**src/hdl/fbs_pkg.sv**
```systemverilog
`default_nettype none
// ============================================================================
// fbs_pkg
// Shared types, constants and the ITA2 letters table for the FSK Baudot
// bit slicer.
// ============================================================================
package fbs_pkg;

    localparam int CODE_BITS   = 5;
    localparam int SAMPLE_W    = 16;
    localparam int THRESH_W    = 15;
    localparam int PERIOD_W    = 16;
    localparam int LETTER_W    = 7;
    localparam int BIT_IDX_W   = 3;
    localparam int CFG_IDX_W   = 1;
    localparam int CFG_DATA_W  = 16;
    localparam int OUT_TDATA_W = 16;

    localparam logic [THRESH_W-1:0] THRESH_RESET = 15'd2458;
    localparam logic [PERIOD_W-1:0] PERIOD_RESET = 16'd5000;

    localparam logic [CFG_IDX_W-1:0] CFG_THRESHOLD  = 1'd0;
    localparam logic [CFG_IDX_W-1:0] CFG_BIT_PERIOD = 1'd1;

    localparam logic EV_CHAR = 1'b0;
    localparam logic EV_END  = 1'b1;

    localparam logic [LETTER_W-1:0] LETTER_LF = 7'h0A;

    typedef struct packed {
        logic                 event_kind;
        logic [CODE_BITS-1:0] code;
        logic [LETTER_W-1:0]  letter;
    } t_result;

    typedef struct packed {
        logic [THRESH_W-1:0] threshold;
        logic [PERIOD_W-1:0] bit_period;
    } t_cfg;

    function automatic logic [LETTER_W-1:0] ita2_letter(input logic [CODE_BITS-1:0] code);
        logic [LETTER_W-1:0] ch;
        case (code)
            5'd0:    ch = 7'h2E;
            5'd1:    ch = 7'h45;
            5'd2:    ch = 7'h0D;
            5'd3:    ch = 7'h41;
            5'd4:    ch = 7'h20;
            5'd5:    ch = 7'h53;
            5'd6:    ch = 7'h49;
            5'd7:    ch = 7'h55;
            5'd8:    ch = 7'h0A;
            5'd9:    ch = 7'h44;
            5'd10:   ch = 7'h52;
            5'd11:   ch = 7'h4A;
            5'd12:   ch = 7'h4E;
            5'd13:   ch = 7'h46;
            5'd14:   ch = 7'h43;
            5'd15:   ch = 7'h4B;
            5'd16:   ch = 7'h54;
            5'd17:   ch = 7'h5A;
            5'd18:   ch = 7'h4C;
            5'd19:   ch = 7'h57;
            5'd20:   ch = 7'h48;
            5'd21:   ch = 7'h59;
            5'd22:   ch = 7'h50;
            5'd23:   ch = 7'h51;
            5'd24:   ch = 7'h4F;
            5'd25:   ch = 7'h42;
            5'd26:   ch = 7'h47;
            5'd27:   ch = 7'h20;
            5'd28:   ch = 7'h4D;
            5'd29:   ch = 7'h58;
            5'd30:   ch = 7'h56;
            5'd31:   ch = 7'h3B;
            default: ch = 7'h2E;
        endcase
        return ch;
    endfunction

endpackage
`default_nettype wire

```
**src/hdl/fbs_in_stage.sv**
```systemverilog
`default_nettype none
// ============================================================================
// fbs_in_stage
// Input register: holds one accepted sample until the slicer consumes it.
// ============================================================================
module fbs_in_stage
    import fbs_pkg::*;
(
    input  wire logic                i_clk,
    input  wire logic                i_rst_n,
    input  wire logic                i_valid,
    output logic                     o_ready,
    input  wire logic [SAMPLE_W-1:0] i_sample,
    input  wire logic                i_consume,
    output logic                     o_valid,
    output logic [SAMPLE_W-1:0]      o_sample
);

    logic                r_valid;
    logic [SAMPLE_W-1:0] r_sample;
    logic                n_valid;

    assign o_ready  = !r_valid || i_consume;
    assign o_valid  = r_valid;
    assign o_sample = r_sample;

    always_comb begin
        n_valid = r_valid;
        if (o_ready) begin
            n_valid = i_valid;
        end
    end

    always_ff @(posedge i_clk) begin
        if (!i_rst_n) begin
            r_valid <= 1'b0;
        end else begin
            r_valid <= n_valid;
        end
    end

    always_ff @(posedge i_clk) begin
        if (i_valid && o_ready) begin
            r_sample <= i_sample;
        end
    end

endmodule
`default_nettype wire

```
**src/hdl/fbs_slicer.sv**
```systemverilog
`default_nettype none
// ============================================================================
// fbs_slicer
// Detection, mid-period slicing and code assembly; one sample per cycle while i_fire is high.
// ============================================================================
module fbs_slicer
    import fbs_pkg::*;
(
    input  wire logic                i_clk,
    input  wire logic                i_rst_n,
    input  wire logic                i_fire,
    input  wire logic [SAMPLE_W-1:0] i_sample,
    input  wire t_cfg                i_cfg,
    output logic                     o_res_valid,
    output t_result                  o_res
);

    logic                 r_detecting;
    logic [PERIOD_W-1:0]  r_phase;
    logic [CODE_BITS-1:0] r_code;
    logic [BIT_IDX_W-1:0] r_bit_idx;

    logic                 n_detecting;
    logic [PERIOD_W-1:0]  n_phase;
    logic [CODE_BITS-1:0] n_code;
    logic [BIT_IDX_W-1:0] n_bit_idx;

    logic signed [SAMPLE_W:0] s_ext;
    logic signed [SAMPLE_W:0] thr_pos;
    logic signed [SAMPLE_W:0] thr_neg;
    logic                     hi;
    logic                     lo;
    logic [PERIOD_W-1:0]      half_period;
    logic [PERIOD_W-1:0]      phase_mid;
    logic                     ended;

    always_comb begin
        s_ext       = signed'({i_sample[SAMPLE_W-1], i_sample});
        thr_pos     = signed'({2'b00, i_cfg.threshold});
        thr_neg     = -thr_pos;
        hi          = s_ext >= thr_pos;
        lo          = s_ext <= thr_neg;
        half_period = i_cfg.bit_period >> 1;

        n_detecting = r_detecting;
        n_code      = r_code;
        n_bit_idx   = r_bit_idx;
        phase_mid   = r_phase;
        ended       = 1'b0;
        o_res_valid = 1'b0;
        o_res       = '{event_kind: EV_CHAR, code: r_code, letter: ita2_letter(r_code)};

        if (!r_detecting) begin
            if (hi || lo) begin
                n_detecting = 1'b1;
                phase_mid   = '0;
            end
        end else begin
            if (r_phase == half_period) begin
                if (hi) begin
                    n_code    = r_code | (CODE_BITS'(1) << r_bit_idx);
                    n_bit_idx = r_bit_idx + BIT_IDX_W'(1);
                end else if (lo) begin
                    n_bit_idx = r_bit_idx + BIT_IDX_W'(1);
                end else begin
                    ended       = 1'b1;
                    n_detecting = 1'b0;
                    phase_mid   = '0;
                    n_code      = '0;
                    n_bit_idx   = '0;
                    o_res_valid = 1'b1;
                    o_res       = '{event_kind: EV_END, code: '0, letter: LETTER_LF};
                end
            end
            if (phase_mid == i_cfg.bit_period) begin
                phase_mid = '0;
            end
            if (!ended && n_bit_idx >= BIT_IDX_W'(CODE_BITS)) begin
                o_res_valid = 1'b1;
                o_res       = '{event_kind: EV_CHAR, code: n_code,
                                letter: ita2_letter(n_code)};
                n_code      = '0;
                n_bit_idx   = '0;
            end
        end
        n_phase = phase_mid + PERIOD_W'(1);
    end

    always_ff @(posedge i_clk) begin
        if (!i_rst_n) begin
            r_detecting <= 1'b0;
            r_phase     <= '0;
            r_code      <= '0;
            r_bit_idx   <= '0;
        end else if (i_fire) begin
            r_detecting <= n_detecting;
            r_phase     <= n_phase;
            r_code      <= n_code;
            r_bit_idx   <= n_bit_idx;
        end
    end

    a_bit_idx_range: assert property (@(posedge i_clk) disable iff (!i_rst_n)
        r_bit_idx < BIT_IDX_W'(CODE_BITS))
        else $error("bit index past code length");

    a_end_goes_idle: assert property (@(posedge i_clk) disable iff (!i_rst_n)
        (i_fire && o_res_valid && o_res.event_kind == EV_END) |=> !r_detecting)
        else $error("end event without return to idle");

    a_result_needs_detect: assert property (@(posedge i_clk) disable iff (!i_rst_n)
        o_res_valid |-> r_detecting)
        else $error("result while idle");

    a_char_clears_code: assert property (@(posedge i_clk) disable iff (!i_rst_n)
        (i_fire && o_res_valid) |=> (r_code == '0 && r_bit_idx == '0))
        else $error("code not cleared after result");

endmodule
`default_nettype wire

```
**src/hdl/fbs_out_stage.sv**
```systemverilog
`default_nettype none
// ============================================================================
// fbs_out_stage
// Result register: holds one result until the downstream side takes it.
// ============================================================================
module fbs_out_stage
    import fbs_pkg::*;
(
    input  wire logic    i_clk,
    input  wire logic    i_rst_n,
    input  wire logic    i_load,
    input  wire t_result i_res,
    output logic         o_free,
    output logic         o_valid,
    input  wire logic    i_ready,
    output t_result      o_res
);

    logic    r_valid;
    t_result r_res;
    logic    n_valid;

    assign o_free  = !r_valid || i_ready;
    assign o_valid = r_valid;
    assign o_res   = r_res;

    always_comb begin
        n_valid = r_valid;
        if (r_valid && i_ready) begin
            n_valid = 1'b0;
        end
        if (i_load) begin
            n_valid = 1'b1;
        end
    end

    always_ff @(posedge i_clk) begin
        if (!i_rst_n) begin
            r_valid <= 1'b0;
        end else begin
            r_valid <= n_valid;
        end
    end

    always_ff @(posedge i_clk) begin
        if (i_load) begin
            r_res <= i_res;
        end
    end

endmodule
`default_nettype wire

```
**src/hdl/fsk_baudot_bit_slicer_core.sv**
```systemverilog
`default_nettype none
// ============================================================================
// fsk_baudot_bit_slicer_core
// ITA2 Baudot FSK bit slicer: detects a signal, slices each bit at mid
// period and emits the decoded letter or an end-of-signal event.
// ============================================================================
//  channel   dir   handshake              payload
//  s_axis    in    tvalid/tready          tdata[15:0] = sample (signed Q3.12)
//  m_axis    out   tvalid/tready          tdata = letter, code; tuser = event_kind
//  cfg       in    i_cfg_valid/o_cfg_ready i_cfg_index, i_cfg_data
//
//  One sample per cycle unless a held result stalls; input and result are registered.
//  The rate is set by the input register feeding the slicer state update.
//  Reset clears detection state and loads threshold 2458, bit period 5000.
//  A held result stalls the slicer only when the result register is full.
// ============================================================================
module fsk_baudot_bit_slicer_core
    import fbs_pkg::*;
(
    input  wire logic                   i_clk,
    input  wire logic                   i_rst_n,
    input  wire logic                   s_axis_tvalid,
    output logic                        s_axis_tready,
    input  wire logic [SAMPLE_W-1:0]    s_axis_tdata,   // [15:0] sample
    output logic                        m_axis_tvalid,
    input  wire logic                   m_axis_tready,
    output logic [OUT_TDATA_W-1:0]      m_axis_tdata,   // [6:0] letter, [11:7] code, zero
    output logic                        m_axis_tuser,   // [0] event_kind
    input  wire logic                   i_cfg_valid,
    output logic                        o_cfg_ready,
    input  wire logic [CFG_IDX_W-1:0]   i_cfg_index,
    input  wire logic [CFG_DATA_W-1:0]  i_cfg_data
);

    t_cfg                r_cfg;
    logic                in_valid;
    logic [SAMPLE_W-1:0] in_sample;
    logic                out_free;
    logic                fire;
    logic                res_valid;
    t_result             res;
    t_result             out_res;

    assign o_cfg_ready = 1'b1;

    always_ff @(posedge i_clk) begin
        if (!i_rst_n) begin
            r_cfg.threshold  <= THRESH_RESET;
            r_cfg.bit_period <= PERIOD_RESET;
        end else if (i_cfg_valid) begin
            case (i_cfg_index)
                CFG_THRESHOLD:  r_cfg.threshold  <= i_cfg_data[THRESH_W-1:0];
                CFG_BIT_PERIOD: r_cfg.bit_period <= i_cfg_data[PERIOD_W-1:0];
                default: ;
            endcase
        end
    end

    assign fire = in_valid && out_free;

    fbs_in_stage u_in (
        .i_clk     (i_clk),
        .i_rst_n   (i_rst_n),
        .i_valid   (s_axis_tvalid),
        .o_ready   (s_axis_tready),
        .i_sample  (s_axis_tdata),
        .i_consume (fire),
        .o_valid   (in_valid),
        .o_sample  (in_sample)
    );

    fbs_slicer u_slicer (
        .i_clk       (i_clk),
        .i_rst_n     (i_rst_n),
        .i_fire      (fire),
        .i_sample    (in_sample),
        .i_cfg       (r_cfg),
        .o_res_valid (res_valid),
        .o_res       (res)
    );

    fbs_out_stage u_out (
        .i_clk   (i_clk),
        .i_rst_n (i_rst_n),
        .i_load  (fire && res_valid),
        .i_res   (res),
        .o_free  (out_free),
        .o_valid (m_axis_tvalid),
        .i_ready (m_axis_tready),
        .o_res   (out_res)
    );

    assign m_axis_tdata = {{(OUT_TDATA_W - CODE_BITS - LETTER_W){1'b0}},
                           out_res.code, out_res.letter};
    assign m_axis_tuser = out_res.event_kind;

endmodule
`default_nettype wire

```
**config.mk**
```make
export PLATFORM = sky130hd
export DESIGN_NAME = fsk_baudot_bit_slicer_core
export DESIGN_NICKNAME = d
export VERILOG_FILES = /design/src/hdl/fbs_pkg.sv /design/src/hdl/fbs_in_stage.sv /design/src/hdl/fbs_slicer.sv /design/src/hdl/fbs_out_stage.sv /design/src/hdl/fsk_baudot_bit_slicer_core.sv
export SDC_FILE = /design/constraint.sdc
export NUM_CORES = 1
export LEC_CHECK = 0
export BUFFER_PORTS_ARGS = -buffer_cell sky130_fd_sc_hd__buf_4
export CAP_MARGIN = 25
export CELL_PAD_IN_SITES_DETAIL_PLACEMENT = 0
export CELL_PAD_IN_SITES_GLOBAL_PLACEMENT = 1
export CORE_ASPECT_RATIO = 1.75
export CORE_UTILIZATION = 46
export DETAILED_ROUTE_END_ITERATION = 6
export GPL_TIMING_DRIVEN = 0
export PLACE_DENSITY_LB_ADDON = 0.1
export SKIP_LAST_GASP = 1
export SLEW_MARGIN = 20
export SYNTH_ARGS = -nofsm -noshare
export SYNTH_HDL_FRONTEND = slang
export SYNTH_SLANG_ARGS = --single-unit
```
**constraint.sdc**
```tcl
create_clock -name i_clk -period 6.9 [get_ports i_clk]
set_input_delay 1.035 -clock i_clk [delete_from_list [all_inputs] [get_ports i_clk]]
set_output_delay 1.035 -clock i_clk [all_outputs]
set_load 0.02 [all_outputs]
```
==> results.toml, run 1 <==
[placed_design]
gp_congestion = 0.861
dp.final_hpwl_um = 15000
dp_cells = 970
port-buffer-count = 52
dpl_cell_area_sq_um = 6980

[yosys]
synth_top_area_share = 0.205
synthArstFlopShare = 0
syn_area_sq_um = 6360
synth.avg_cell_area_sq_um = 8.58
yosysWarnings = 0
synth_top_cell_by_area = "dfxtp_1"
synth.area.top_cells = "dfxtp_1 20%, edfxtp_1 14%, ha_1 11%, nand2_1 6.4%, a21oi_1 4.9%"
synth-seq-cells = 94
synth_cell_types = 86
synthCells = 741
synth_flop_cell = "dfxtp_1"
seq_area_frac_synth = 0.341
synth_edf_count = 29

[worst_setup_path]
cp.arrival_ns = 6.32
end_kind = "register"
reg2reg_depth = 25
crit_fanout = 7
worst_path_most_repeated_cell = "nand3_1"
cp-start-kind = "register"
cp.depth = 25
path_delay_family = "simple AND/OR/NAND/NOR gates"
path_class = "register to register"
slowest_delay_ns = 0.43
slowest_stage = "and3_1"
required_ns = 7.17
worst-path-buf-inv = 2

[clocking]
cts_tree = "done"
clkSlewWorstSetupHoldPaths_ns = 0.07
cts-htree-levels = 3
clock_sinks = 94
cts_setup_buffers = 0
cts_hold_buf = 0
cts_buffers = 9
root_buffer = "clkbuf_16"
clockBufferDepth = 2
clk-insertion-delay-late_ns = 0.34
cts-resized-gates = 0

[global_route]
grt_max_degree = 17
grt.overflow.total = 0
grt_pass1_vias = 5898
grt_pass1_wl_um = 29500
antenna_found_initial = 0
grt_use_total = 0.269

[final_layout]
regArea_sq_um = 2170
fillers = 1351
multi_input_area_sq_um = 3750
final_common_cell = "nand2_1"
nNetsFinal = 899
syn_to_final_growth_pct = 14.4
layout.cells.non_filler = 986
drive_gt1_frac = 0.142
design_area_sq_um = 7280
layout_common_cells = "109 x nand2_1, 65 x dfxtp_1, 62 x a21oi_1"
antennaDiodeCount = 0

[die]
initial_core_util = 0.473
fp.dieH_um = 158
io-pin-count = 58
rows = 56
fp.dieW_um = 90.9
die-area_sq_um = 14300
coreArea_sq_um = 13500

[route]
ant_nets = 0
dr.pass1.iters = 5
drc = 0
wl_met2_um = 10300
drt_iter0_drc = 292
dr_wl_met3_um = 716
avgRoutedWirePerCell_um = 19.3
num_vias = 5783
avgViaCountPerCell = 5.87
met1_length_um = 6930
wl_um = 19000
highest_layer = "met4"

[power]
clkPwrFrac = 0.393
p_sw_mw = 0.329
comb_power_share = 0.124
power.leakage_nw = 2.88
seqPwrFrac = 0.483
switching_share = 0.262
intPower_mw = 0.929
powerDensity_nw_per_um2 = 173
ir_worst_vdd_v = 0.0000959

[sta]
worstMarginPinSlew_ns = 1.04
max_freq_ghz = 0.165
period_minus_slack_ns = 6.05
period_share = 0.877
fin_skew_ns = 0.00873
setup_viol = 0
relSlewSlack = 0.301
hold_viol_final = 0
rsz0062_at_grt = "false"
tns_ns = 0
slew_violations = 0

[hold_path]
hp-class = "register to register"
hold_path_depth = 2

[status]
outcome = "finished, final reports clean"

[flow_run]
drv_cap = 0
-- per-layer routing --
metal,global-route usage,vias up
met5,0,-
met4,0.166,0
met3,0.0386,55
met2,0.517,169
met1,0.269,2751
li1,-,2808
-- Yosys cell counts, drive strengths merged, types with 4 or more instances --
library cell and n:
o21ai 29, a21oi 65, ha 54, buf 22, a21o 4, and2 9, o22ai 6, o2111ai 5
o21a 7, nand2b 6, xor2 17, inv 55, nor4 16, nor2b 6, nand4 13, nand2 110
a32o 4, nand3 19, dfxtp 65, or3 5, edfxtp 29, a31oi 5, o221ai 5, and3 7
mux2i 4, o211ai 15, nor2 43, xnor2 15, a22o 5, clkbuf 19, nor3 15, o41a 4
-- state kept, by name (all words and copies together), names as in the netlist, named ones only --
signal and count:
u_slicer.r_bit_idx 3, u_slicer.r_detecting 1, u_slicer.r_phase 16, u_out.o_res 13, u_in.o_valid 1, u_out.o_valid 1
u_in.o_sample 16, r_cfg 31, u_slicer.r_code 5
-- power by group through the flow --
stage | Clock (mW) | Combinational, mW | Sequential [mW]
floorplan | 0 | 0.104 | 0.612
finish | 0.494 | 0.157 | 0.607
detailed placement | 0 | 0.156 | 0.619
global placement | 0 | 0.150 | 0.619
CTS | 0.506 | 0.157 | 0.607
global route | 0.530 | 0.174 | 0.609
-- cells by family after synthesis --
kind of cell             after synthesis  synth area share
AO/OA/AOI/OAI                        194             0.219
XOR/XNOR                              32            0.0441
adder cells (fa/ha/maj)               54             0.106
buffers and inverters                 96            0.0710
flip-flops                            94             0.341
multiplexers                           7            0.0116
other                                  2           0.00118
AND/OR/NAND/NOR                      262             0.206
-- final timing paths --
check / startpoint / to / slack [ns]
worst max-delay path: r_cfg[18]$_SDFFE_PN0P_ / u_slicer.r_phase[10]$_SDFFE_PN0P_ / 0.85
worst min-delay path: r_cfg[28]$_SDFFE_PN0P_ / r_cfg[28]$_SDFFE_PN0P_ / 0.46
worst max register to register: r_cfg[18]$_SDFFE_PN0P_ / u_slicer.r_phase[10]$_SDFFE_PN0P_ / 0.85
worst min register to register: r_cfg[28]$_SDFFE_PN0P_ / r_cfg[28]$_SDFFE_PN0P_ / 0.46
-- worst register-to-register path: stages, from the launching register on --
cell and delay [ns]:
dfxtp_1 0.36, nor3_1 0.34, nand3_1 0.16, or3_1 0.37
or3_1 0.36, nor3_1 0.35, nand3_1 0.15, xnor2_1 0.15
ha_1 0.29, nand4_1 0.13, nor3_1 0.40, and3_1 0.43
nor3_2 0.15, nand2_1 0.28, inv_2 0.14, nor4_1 0.31
ha_1 0.20, and3_1 0.22, nand2_1 0.10, nor2_1 0.17
nand3_1 0.12, inv_1 0.09, nand3_1 0.10, or3_1 0.32
a21bo_1 0.19, a21oi_1 0.12
-- cell type report --
type	instances	share of cell area
Timing Repair Buffer	52	0.0537
Sequential cell	94	0.299
Tap cell	174	0.0299
Inverter	55	0.0284
Clock inverter	4	0.00378
Buffer	41	0.0337
Clock buffer	12	0.0368
Multi-Input combinational cell	554	0.515
-- per-stage QoR --
stage	setup WS (ns)	util	hold WS [ns]	total power, mW
floorplan	1.91	-	0.436	0.717
global placement	0.961	0.519	0.451	0.770
detailed placement	0.890	0.519	0.451	0.775
CTS	0.870	0.541	0.460	1.27
global route	0.338	0.541	0.486	1.31
finish	0.851	0.541	0.460	1.26
Note: power is estimated with default switching activity, not from simulation.
==> inputs of run 2 (changes only) <==
--- a/config.mk
+++ b/config.mk
@@ -10,7 +10,7 @@
 export CELL_PAD_IN_SITES_DETAIL_PLACEMENT = 0
 export CELL_PAD_IN_SITES_GLOBAL_PLACEMENT = 1
 export CORE_ASPECT_RATIO = 1.75
-export CORE_UTILIZATION = 46
+export CORE_UTILIZATION = 35
 export DETAILED_ROUTE_END_ITERATION = 6
 export GPL_TIMING_DRIVEN = 0
 export PLACE_DENSITY_LB_ADDON = 0.1
==> results.toml, run 2 (synthesized netlist as in run 1, its figures left out) <==
[clocking]
cts_buffers = 9
clockBufferDepth = 2
cts_setup_buffers = 0
cts_tree = "done"
clock_sinks = 94
root_buffer = "clkbuf_16"
cts-resized-gates = 0
cts_hold_buf = 0
clk-insertion-delay-late_ns = 0.35
clkSlewWorstSetupHoldPaths_ns = 0.07
cts-htree-levels = 3

[final_layout]
largest_register_ffs = 31
largest_register = "r_cfg"
layout.cells.non_filler = 1044
final_common_cell = "nand2_1"
fillers = 1834
design_area_sq_um = 7350
antennaDiodeCount = 0
nNetsFinal = 900
drive_gt1_frac = 0.143
layout_common_cells = "109 x nand2_1, 65 x dfxtp_1, 62 x a21oi_1"
finish.utilization = 0.417
syn_to_final_growth_pct = 15.5

[sta]
hold_viol_final = 0
slew_violations = 0
fin_hold_ws_ns = 0.466
rsz0062_at_grt = "false"
worstMarginPinSlew_ns = 0.992
period_share = 0.919
relSlewSlack = 0.339
fin_skew_ns = 0.00897
setup_viol = 0
max_freq_ghz = 0.158
tns_ns = 0
period_minus_slack_ns = 6.34

[die]
die-area_sq_um = 18700
io-pin-count = 58
fp.dieH_um = 180
coreArea_sq_um = 17600
initial_core_util = 0.361
fp.dieW_um = 104
rows = 64

[global_route]
antenna_found_initial = 0
grt_pass1_wl_um = 31800
grt.overflow.total = 0
grt_use_total = 0.220
grt_max_degree = 17
grt_pass1_vias = 5933

[worst_setup_path]
slowest_stage = "nor3_1"
path_delay_family = "simple AND/OR/NAND/NOR gates"
crit_fanout = 7
path_class = "register to register"
cp-start-kind = "register"
slowest_delay_ns = 0.55
end_kind = "register"
crit_chain = "nor3_1, nand3_1, or3_1, or3_1, nor3_1, nand3_1, xnor2_1, ha_1, nand4_1, nor3_1, and3_1, nor3_2, nand2_1, inv_2, nor4_1, ha_1, and3_1, nand2_1, nor3_1, nand3_1, and2_1, o21ai_1, a21oi_1"
cp.arrival_ns = 6.55
worst_path_most_repeated_cell = "nor3_1"
worst-path-buf-inv = 1
required_ns = 7.11

[placed_design]
dp.final_hpwl_um = 16000
gp_congestion = 0.908
port-buffer-count = 52
dpl_cell_area_sq_um = 7060
dp_cells = 1028

[route]
avgViaCountPerCell = 5.47
avgRoutedWirePerCell_um = 19.2
ant_nets = 0
drc = 0
num_vias = 5712
dr.pass1.iters = 5
wl_um = 20000
drt_iter0_drc = 236

[hold_path]
hp-class = "register to register"

[power]
ir_worst_vdd_v = 0.0000981
powerDensity_nw_per_um2 = 173
power.leakage_nw = 2.88

[status]
outcome = "finished, final reports clean"

[flow_run]
drv_cap = 0
-- run 2: worst min-delay path, stage by stage (launching register included) --
cell	delay [ns]
dfxtp_1	0.31
nand2_1	0.05
a21oi_1	0.06
-- run 2: worst paths after layout --
path,endpoint,slack [ns],cells past startpoint,startpoint
min reg2reg,r_cfg[28]$_SDFFE_PN0P_,0.47,2,r_cfg[28]$_SDFFE_PN0P_
max,u_slicer.r_phase[14]$_SDFFE_PN0P_,0.56,23,r_cfg[18]$_SDFFE_PN0P_
max reg2reg,u_slicer.r_phase[14]$_SDFFE_PN0P_,0.56,23,r_cfg[18]$_SDFFE_PN0P_
min,r_cfg[28]$_SDFFE_PN0P_,0.47,2,r_cfg[28]$_SDFFE_PN0P_
-- run 2: cell type report --
type / count / area [sq um] / area share
timing repair buffer: 53 / 398 / 0.0541
inverter: 55 / 206 / 0.0281
clock inverter: 6 / 60.1 / 0.00817
tap: 231 / 289 / 0.0393
buffer: 41 / 245 / 0.0334
sequential: 94 / 2170 / 0.296
clock buffer: 10 / 229 / 0.0312
multi-input combinational: 554 / 3750 / 0.510
-- run 2: per-stage QoR --
| step | setup slack, ns | power (mW) |
|---|---|---|
| 2_1_floorplan | 1.91 | 0.717 |
| 3_3_place_gp | 0.651 | 0.775 |
| 3_5_place_dp | 0.642 | 0.779 |
| 4_1_cts | 0.593 | 1.28 |
| 5_1_grt | 0.0835 | 1.33 |
| 6_report | 0.559 | 1.27 |
-- run 2: where the power goes --
group / total (mW) / switching [mW] / internal (mW) / leakage (nW)
combinational: 0.157 / 0.0932 / 0.0641 / 1.96
sequential: 0.609 / 0.0211 / 0.587 / 0.784
clock: 0.505 / 0.224 / 0.280 / 0.143
-- run 2: metal layers --
| layer | wire length [um] | track usage |
|---|---|---|
| met5 | 0 | 0 |
| met4 | 1100 | 0.133 |
| met3 | 502 | 0.0231 |
| met2 | 10900 | 0.423 |
| met1 | 7460 | 0.223 |
